`src/rgb2hsv_pkg.sv`:
```
// Shared types and register map of the RGB to HSV and negative pixel converter.
package rgb2hsv_pkg;

	// Which component holds the maximum; ties go to red, then green.
	typedef enum logic [1:0] {
		SEC_RED,
		SEC_GREEN,
		SEC_BLUE
	} hue_sector_t;

	// Word index of the swap configuration register on the APB port.
	localparam logic REG_SWAP_RED_BLUE = 1'b0;

	// Reset value of the red/blue swap control.
	localparam logic SWAP_RESET = 1'b1;

endpackage

```
`src/rgb_to_hsv_negative_top.sv`:
```
// Pipelined pixel converter giving the negative and the HSV triple of each RGB pixel.
//
// The block takes one pixel per clock on the slave stream while the master side does
// not stall and gives one result per pixel on the master stream, in order. NSTG, the
// width of each quotient, is the larger of COMPONENT_BITS and the hue quotient width
// (11 by default). The rate of one pixel per cycle is set by the divider pipeline,
// which settles one quotient bit of saturation and of hue in each stage. A stall
// on the master side holds every stage at once. Register 0 (swap_red_blue, reset 1)
// swaps the first and third input components so that BGR input is read as RGB.
module rgb_to_hsv_negative_top
	import rgb2hsv_pkg::*;
#(
	parameter int COMPONENT_BITS    = 8,
	parameter int HUE_FRACTION_BITS = 4,
	localparam int CB    = COMPONENT_BITS,
	localparam int HUE_W = $clog2(360 << HUE_FRACTION_BITS),
	localparam int IN_W  = ((3 * CB + 7) / 8) * 8,
	localparam int OUT_W = ((5 * CB + HUE_W + 7) / 8) * 8
) (
	input  logic             clk,
	input  logic             arst_n,
	input  logic             psel,
	input  logic             penable,
	input  logic             pwrite,
	input  logic [2:0]       paddr,
	input  logic [31:0]      pwdata,
	output logic [31:0]      prdata,
	output logic             pready,
	input  logic             s_tvalid,
	output logic             s_tready,
	// first_component, green_component, third_component
	input  logic [IN_W-1:0]  s_tdata,
	output logic             m_tvalid,
	input  logic             m_tready,
	// neg_red, neg_green, neg_blue, value_level, saturation_level, hue_angle
	output logic [OUT_W-1:0] m_tdata
);

	localparam int HS    = 1 << HUE_FRACTION_BITS;
	localparam int QH    = $clog2(120 * HS + 1);
	localparam int NSTG  = (QH > CB) ? QH : CB;
	localparam int DIV_W = CB + NSTG;

	localparam logic [CB-1:0]    FULL      = {CB{1'b1}};
	localparam logic [DIV_W-1:0] HUE_SPAN  = DIV_W'(60 * HS);
	localparam logic [HUE_W:0]   HUE_TURN  = (HUE_W + 1)'(360 * HS);
	localparam logic [HUE_W:0]   OFS_RED   = (HUE_W + 1)'(300 * HS);
	localparam logic [HUE_W:0]   OFS_GREEN = (HUE_W + 1)'(60 * HS);
	localparam logic [HUE_W:0]   OFS_BLUE  = (HUE_W + 1)'(180 * HS);

	typedef struct packed {
		logic [CB-1:0] neg_red;
		logic [CB-1:0] neg_green;
		logic [CB-1:0] neg_blue;
		logic [CB-1:0] mx;
		logic [CB-1:0] d;
		hue_sector_t   sec;
		logic          gray;
		logic          black;
	} pay_t;

	logic swap_q;
	logic cfg_wr;
	logic adv;

	// Stage 1: component order, maximum, minimum and sector.
	logic [CB-1:0] c0, cg, c2, r_c, b_c, mx_c, mn_c;
	hue_sector_t   sec_c;
	logic          v_s1;
	logic [CB-1:0] r_s1, g_s1, b_s1, mx_s1, mn_s1;
	hue_sector_t   sec_s1;

	// Stage 2 and the divider stages share one chain of arrays; element 0 is stage 2.
	logic [CB-1:0]    d_c;
	logic [CB:0]      e_c;
	logic [2*CB-1:0]  satn_c;
	logic             v_sd   [0:NSTG];
	pay_t             pay_sd [0:NSTG];
	logic [DIV_W-1:0] srem_sd [0:NSTG];
	logic [DIV_W-1:0] hrem_sd [0:NSTG];
	logic [NSTG-1:0]  sq_sd  [0:NSTG];
	logic [NSTG-1:0]  hq_sd  [0:NSTG];
	logic [DIV_W-1:0] srem_nx [0:NSTG-1];
	logic [DIV_W-1:0] hrem_nx [0:NSTG-1];
	logic             sbit   [0:NSTG-1];
	logic             hbit   [0:NSTG-1];

	// Output stage.
	logic [HUE_W:0]   hsum_c, hwrap_c, hofs_c;
	logic             out_v_q;
	logic [CB-1:0]    nr_q, ng_q, nb_q, val_q, sat_q;
	logic [HUE_W-1:0] hue_q;

	assign pready = 1'b1;
	assign cfg_wr = psel & penable & pwrite & pready;
	assign prdata = (paddr[2] == REG_SWAP_RED_BLUE) ? {31'b0, swap_q} : 32'b0;

	always_ff @(posedge clk or negedge arst_n) begin
		if (!arst_n) begin
			swap_q <= SWAP_RESET;
		end else if (cfg_wr && (paddr[2] == REG_SWAP_RED_BLUE)) begin
			swap_q <= pwdata[0];
		end
	end

	assign adv      = !out_v_q || m_tready;
	assign s_tready = adv;

	always_comb begin
		c0   = s_tdata[CB-1:0];
		cg   = s_tdata[2*CB-1:CB];
		c2   = s_tdata[3*CB-1:2*CB];
		r_c  = swap_q ? c2 : c0;
		b_c  = swap_q ? c0 : c2;
		if ((r_c >= cg) && (r_c >= b_c)) begin
			sec_c = SEC_RED;
			mx_c  = r_c;
		end else if (cg >= b_c) begin
			sec_c = SEC_GREEN;
			mx_c  = cg;
		end else begin
			sec_c = SEC_BLUE;
			mx_c  = b_c;
		end
		mn_c = (r_c < cg) ? r_c : cg;
		if (b_c < mn_c) begin
			mn_c = b_c;
		end
	end

	always_comb begin
		d_c = mx_s1 - mn_s1;
		case (sec_s1)
			SEC_RED:   e_c = {1'b0, g_s1} + {1'b0, d_c} - {1'b0, b_s1};
			SEC_GREEN: e_c = {1'b0, b_s1} + {1'b0, d_c} - {1'b0, r_s1};
			SEC_BLUE:  e_c = {1'b0, r_s1} + {1'b0, d_c} - {1'b0, g_s1};
			default:   e_c = '0;
		endcase
		satn_c = (2 * CB)'(FULL) * (2 * CB)'(d_c);
	end

	// Each divider stage settles one quotient bit by a trial subtraction.
	always_comb begin
		for (int k = 0; k < NSTG; k++) begin
			logic [DIV_W-1:0] sdiv;
			logic [DIV_W-1:0] hdiv;
			sdiv = DIV_W'(pay_sd[k].mx) << (NSTG - 1 - k);
			hdiv = DIV_W'(pay_sd[k].d) << (NSTG - 1 - k);
			sbit[k]    = (srem_sd[k] >= sdiv);
			hbit[k]    = (hrem_sd[k] >= hdiv);
			srem_nx[k] = sbit[k] ? (srem_sd[k] - sdiv) : srem_sd[k];
			hrem_nx[k] = hbit[k] ? (hrem_sd[k] - hdiv) : hrem_sd[k];
		end
	end

	always_comb begin
		case (pay_sd[NSTG].sec)
			SEC_RED:   hofs_c = OFS_RED;
			SEC_GREEN: hofs_c = OFS_GREEN;
			SEC_BLUE:  hofs_c = OFS_BLUE;
			default:   hofs_c = '0;
		endcase
		hsum_c  = hofs_c + (HUE_W + 1)'(hq_sd[NSTG]);
		hwrap_c = (hsum_c >= HUE_TURN) ? (hsum_c - HUE_TURN) : hsum_c;
	end

	always_ff @(posedge clk or negedge arst_n) begin
		if (!arst_n) begin
			v_s1    <= 1'b0;
			out_v_q <= 1'b0;
			for (int k = 0; k <= NSTG; k++) begin
				v_sd[k] <= 1'b0;
			end
		end else if (adv) begin
			v_s1    <= s_tvalid;
			v_sd[0] <= v_s1;
			for (int k = 0; k < NSTG; k++) begin
				v_sd[k+1] <= v_sd[k];
			end
			out_v_q <= v_sd[NSTG];
		end
	end

	always_ff @(posedge clk) begin
		if (adv) begin
			r_s1   <= r_c;
			g_s1   <= cg;
			b_s1   <= b_c;
			mx_s1  <= mx_c;
			mn_s1  <= mn_c;
			sec_s1 <= sec_c;

			pay_sd[0].neg_red   <= ~r_s1;
			pay_sd[0].neg_green <= ~g_s1;
			pay_sd[0].neg_blue  <= ~b_s1;
			pay_sd[0].mx        <= mx_s1;
			pay_sd[0].d         <= d_c;
			pay_sd[0].sec       <= sec_s1;
			pay_sd[0].gray      <= (d_c == '0);
			pay_sd[0].black     <= (mx_s1 == '0);
			srem_sd[0]          <= DIV_W'(satn_c);
			hrem_sd[0]          <= HUE_SPAN * DIV_W'(e_c);
			sq_sd[0]            <= '0;
			hq_sd[0]            <= '0;

			for (int k = 0; k < NSTG; k++) begin
				pay_sd[k+1]  <= pay_sd[k];
				srem_sd[k+1] <= srem_nx[k];
				hrem_sd[k+1] <= hrem_nx[k];
				sq_sd[k+1]   <= {sq_sd[k][NSTG-2:0], sbit[k]};
				hq_sd[k+1]   <= {hq_sd[k][NSTG-2:0], hbit[k]};
			end

			nr_q  <= pay_sd[NSTG].neg_red;
			ng_q  <= pay_sd[NSTG].neg_green;
			nb_q  <= pay_sd[NSTG].neg_blue;
			val_q <= pay_sd[NSTG].mx;
			sat_q <= pay_sd[NSTG].black ? '0 : sq_sd[NSTG][CB-1:0];
			hue_q <= pay_sd[NSTG].gray ? '0 : hwrap_c[HUE_W-1:0];
		end
	end

	assign m_tvalid = out_v_q;
	assign m_tdata  = OUT_W'({hue_q, sat_q, val_q, nb_q, ng_q, nr_q});

endmodule

```
`config.mk`:
```
export PLATFORM = sky130hd
export DESIGN_NAME = rgb_to_hsv_negative_top
export DESIGN_NICKNAME = d
export VERILOG_FILES = /design/src/rgb2hsv_pkg.sv /design/src/rgb_to_hsv_negative_top.sv
export SDC_FILE = /design/constraint.sdc
export NUM_CORES = 2
export LEC_CHECK = 0
export ABC_AREA = 1
export BUFFER_PORTS_ARGS = -buffer_cell sky130_fd_sc_hd__buf_4
export CAP_MARGIN = 20
export CORE_UTILIZATION = 60
export CTS_BUF_LIST = sky130_fd_sc_hd__clkbuf_16
export CTS_CLUSTER_SIZE = 24
export DETAILED_ROUTE_END_ITERATION = 6
export GPL_TIMING_DRIVEN = 1
export PLACE_DENSITY_LB_ADDON = 0.25
export SYNTH_ARGS = -nofsm -noshare
export SYNTH_HDL_FRONTEND = slang
export SYNTH_SLANG_ARGS = --single-unit
```
`constraint.sdc`:
```
create_clock -name clk -period 78.9 [get_ports clk]
set_input_delay 23.67 -clock clk [delete_from_list [all_inputs] [get_ports clk]]
set_output_delay 23.67 -clock clk [all_outputs]
set_load 0.02 [all_outputs]
```
==> metrics.txt <==
# TYPE chip_impl_metric gauge
chip_impl_metric{name="place_worst_setup_slack",unit="ns"} 30.72
chip_impl_metric{name="place_hpwl",unit="um"} 63300
chip_impl_metric{name="count_of_unique_library_cells_instantiated_by_yosys",unit=""} 67
chip_impl_metric{name="cp.arrival",unit="ns"} 24.48
chip_impl_metric{name="die-width",unit="um"} 297
chip_impl_metric{name="clock_sink_count",unit=""} 1085
chip_impl_metric{name="slew_violations",unit=""} 0
chip_impl_metric{name="synth.ff_latch_count",unit=""} 1085
chip_impl_metric{name="achievable-frequency",unit="GHz"} 0.0208
chip_impl_metric{name="cts_inserted_buffers",unit=""} 107
chip_impl_metric{name="count_of_inserted_antenna_diode_cells",unit=""} 0
chip_impl_metric{name="fin_cells",unit=""} 5722
chip_impl_metric{name="timing.final.crit_period",unit="ns"} 48.15
chip_impl_metric{name="ctsHoldBuffers",unit=""} 0
chip_impl_metric{name="gp_congestion",unit=""} 0.904
chip_impl_metric{name="via_per_inst",unit=""} 5.25
chip_impl_metric{name="layout_setup_ws",unit="ns"} 30.75
chip_impl_metric{name="largest_net_degree_at_the_start_of_global_routing",unit=""} 167
chip_impl_info{name="rsz0062_at_grt",value="no"} 1
chip_impl_metric{name="syn-mean-instance-area",unit="um2"} 12.1
chip_impl_metric{name="max-cap-violations",unit=""} 0
chip_impl_metric{name="number_of_antenna_violations_at_the_first_check_in_global_routing",unit=""} 0
chip_impl_metric{name="worst_ep_required_time",unit="ns"} 55.23
chip_impl_metric{name="drt-wirelength-per-cell",unit="um"} 15.5
chip_impl_metric{name="dpl.cell_count",unit=""} 5525
chip_impl_metric{name="grt_first_pass_wirelength",unit="um"} 143000
chip_impl_metric{name="initialDrtViolationCount",unit=""} 1825
chip_impl_metric{name="finalSetupTns",unit="ns"} 0
chip_impl_metric{name="mappedNetlistArea",unit="mm2"} 0.0521
chip_impl_metric{name="netlist_instances",unit=""} 4309
chip_impl_info{name="run_status",value="finished clean"} 1
chip_impl_info{name="cts_tree",value="built"} 1
chip_impl_metric{name="fp.coreArea",unit="mm2"} 0.0855
chip_impl_metric{name="cts.reportedPaths.clkPinSlew",unit="ns"} 0.06
chip_impl_metric{name="detail_route.first_pass.iterations",unit=""} 5
chip_impl_metric{name="final.period_utilization",unit="%"} 61.0
chip_impl_metric{name="clock_tree.buffer_depth",unit=""} 3
chip_impl_metric{name="post-cts-setup-buffers",unit=""} 0
chip_impl_metric{name="area_growth_syn_to_layout",unit="%"} 10.1
chip_impl_info{name="hold_path.class",value="flop to flop"} 1
chip_impl_info{name="synth_ff_type",value="edfxtp_1"} 1
chip_impl_metric{name="via_count",unit=""} 30000
chip_impl_metric{name="drcViolationCount",unit=""} 0
chip_impl_metric{name="cts_htree_levels",unit=""} 3
chip_impl_metric{name="fin_worst_skew",unit="ns"} 0.0369
chip_impl_metric{name="post_cts.resized_instances",unit=""} 0
chip_impl_metric{name="synthArstFlopShare",unit="%"} 1.38
chip_impl_metric{name="timing.slew.headroom",unit="%"} 27.3
chip_impl_metric{name="report.final.hold_viol_count",unit=""} 0
chip_impl_metric{name="die-height",unit="um"} 297
chip_impl_info{name="timing.critical_path.to_type",value="output port"} 1
chip_impl_metric{name="ys_warn_count",unit=""} 0
chip_impl_metric{name="rows",unit=""} 107
chip_impl_metric{name="pin_count",unit=""} 157
chip_impl_metric{name="final-setup-viol-count",unit=""} 0
chip_impl_metric{name="globalRouteOverflowTotal",unit=""} 0
chip_impl_metric{name="starting_density_of_the_core",unit="%"} 60.9
chip_impl_info{name="cts.root.buffer_cell",value="clkbuf_16"} 1
chip_impl_metric{name="yosysSeqAreaShare",unit="%"} 62.4
chip_impl_metric{name="route.antenna.remaining_nets",unit=""} 0
chip_impl_info{name="setup.worst_path.class",value="input pin to output port"} 1
chip_impl_metric{name="final_net_count",unit=""} 4943
chip_impl_metric{name="post_synth_edffs",unit=""} 1070
chip_impl_metric{name="routed_wirelength",unit="um"} 88500
chip_impl_metric{name="layout-drive-gt1-share",unit="%"} 8.85
chip_impl_info{name="cp-start-kind",value="input pin"} 1
chip_impl_metric{name="floorplan.die_area",unit="mm2"} 0.0880
chip_impl_metric{name="place.port_buffers",unit=""} 88
chip_impl_metric{name="timing_worst_slew_pin_value",unit="ns"} 1.09
chip_impl_metric{name="worstSkewPairLatency",unit="ns"} 0.68
chip_impl_metric{name="first_global_vias",unit=""} 29700
chip_impl_metric{name="fill_cells",unit=""} 6071
chip_impl_metric{name="critical_path_peak_fanout",unit=""} 46
chip_impl_metric{name="gr-usage-all-layers",unit="%"} 20.6
## worst max-delay path, cell delays in order
cell and delay [ns]:
buf_4 0.07, inv_1 0.05, nand2_4 0.43, buf_4 0.26
## layout make-up
class	count	area [um2]	area share, %
Sequential cell	1085	32500	56.7
Multi-Input combinational cell	2511	16700	29.0
Clock buffer	109	2730	4.75
Inverter	672	2530	4.41
Tap cell	1144	1430	2.49
Timing Repair Buffer	115	896	1.56
Clock inverter	86	632	1.10
## path summary, 6_finish.rpt
check	from	slack [ns]	end	depth (start not counted)
max in group asynchronous	arst_n	55.83	swap_q	1
max	m_tready	30.75	s_tready	4
min in group asynchronous	arst_n	22.83	v_sd[0]	1
max reg2reg	mx_s1[0]	72.24	hrem_sd[0][15]	26
min reg2reg	pay_sd[2][37]	0.40	pay_sd[2][81]	0
min	pay_sd[2][37]	0.40	pay_sd[2][81]	0
## stage by stage
stage / util, % / instance area [um2] / hold WS (ns)
after floorplan: - / 52200 / 0.400
after global placement: 63.1 / 54000 / 0.400
after detailed placement: 63.1 / 54000 / 0.405
after CTS: 67.0 / 57300 / 0.402
after global routing: 67.1 / 57400 / 0.417
final: 67.1 / 57400 / 0.404
## Yosys cell counts (4+ instances only)
cell,count,area share (%)
nor2_1,277,2.0
a21oi_2,12,0.20
fa_1,80,3.1
buf_2,15,0.14
nor2_4,8,0.17
nand3b_1,8,0.12
a21oi_1,246,2.4
ha_1,305,7.3
inv_1,666,4.8
a31oi_1,17,0.20
nand3_1,141,1.4
xnor2_1,81,1.4
nor4_1,30,0.36
clkbuf_1,6,0.043
nand4_1,48,0.58
nand3_2,5,0.096
inv_2,4,0.029
buf_6,11,0.24
a21o_1,21,0.30
buf_4,41,0.59
o21bai_1,10,0.14
o2111ai_1,9,0.15
nand2_1,600,4.3
xor2_1,137,2.3
edfxtp_1,1070,62
o21ai_2,25,0.42
or2_2,23,0.28
o21ai_1,26,0.25
o31ai_1,6,0.086
a211oi_1,6,0.086
dfrtp_1,14,0.67
o21ai_0,200,1.9
nand2_2,19,0.23
nor3_1,46,0.44
mux2_2,13,0.28
nor2_2,9,0.11
o211ai_1,17,0.24
o21a_1,7,0.10
nor3b_1,5,0.072
## metal layers
metal / part of all wire, % / up-vias / track usage, %
met1: 40 / 14000 / 23.9
met2: 51 / 610 / 37.1
met5: 0 / - / 0
met4: 4.6 / 0 / 10.3
li1: - / 15200 / -
met3: 4.1 / 212 / 3.09
## kinds of logic after synthesis
family | share of synthesized area (%)
compound gates | 6.83
flops | 62.4
xor+xnor | 3.73
other cells | 0.0144
buf+inv | 5.91
mux | 0.281
simple gates | 10.5
fa+ha+maj | 10.4
## sequential cells by signal (all words and copies together) (netlist names)
signal,flops
b_s1,8
g_s1,8
hq_sd,66
hrem_sd,158
hue_q,13
m_tvalid,1
mn_s1,8
mx_s1,8
nb_q,8
ng_q,8
nr_q,8
pay_sd,513
r_s1,8
sat_q,8
sec_s1,2
sq_sd,36
srem_sd,202
swap_q,1
v_s1,1
v_sd,12
val_q,8
## cell usage in the layout, fill, tap and decap left out, types with 113 or more instances in the layout
cell and n:
edfxtp_1 1070, inv_1 683, nand2_1 599, ha_1 305, nor2_1 277, a21oi_1 246, o21ai_0 200, nand3_1 141
xor2_1 137, buf_4 113
Power is left out: the tool's default activity adds up to more than one toggle a clock period on the data nets, which glitch-free logic cannot reach.
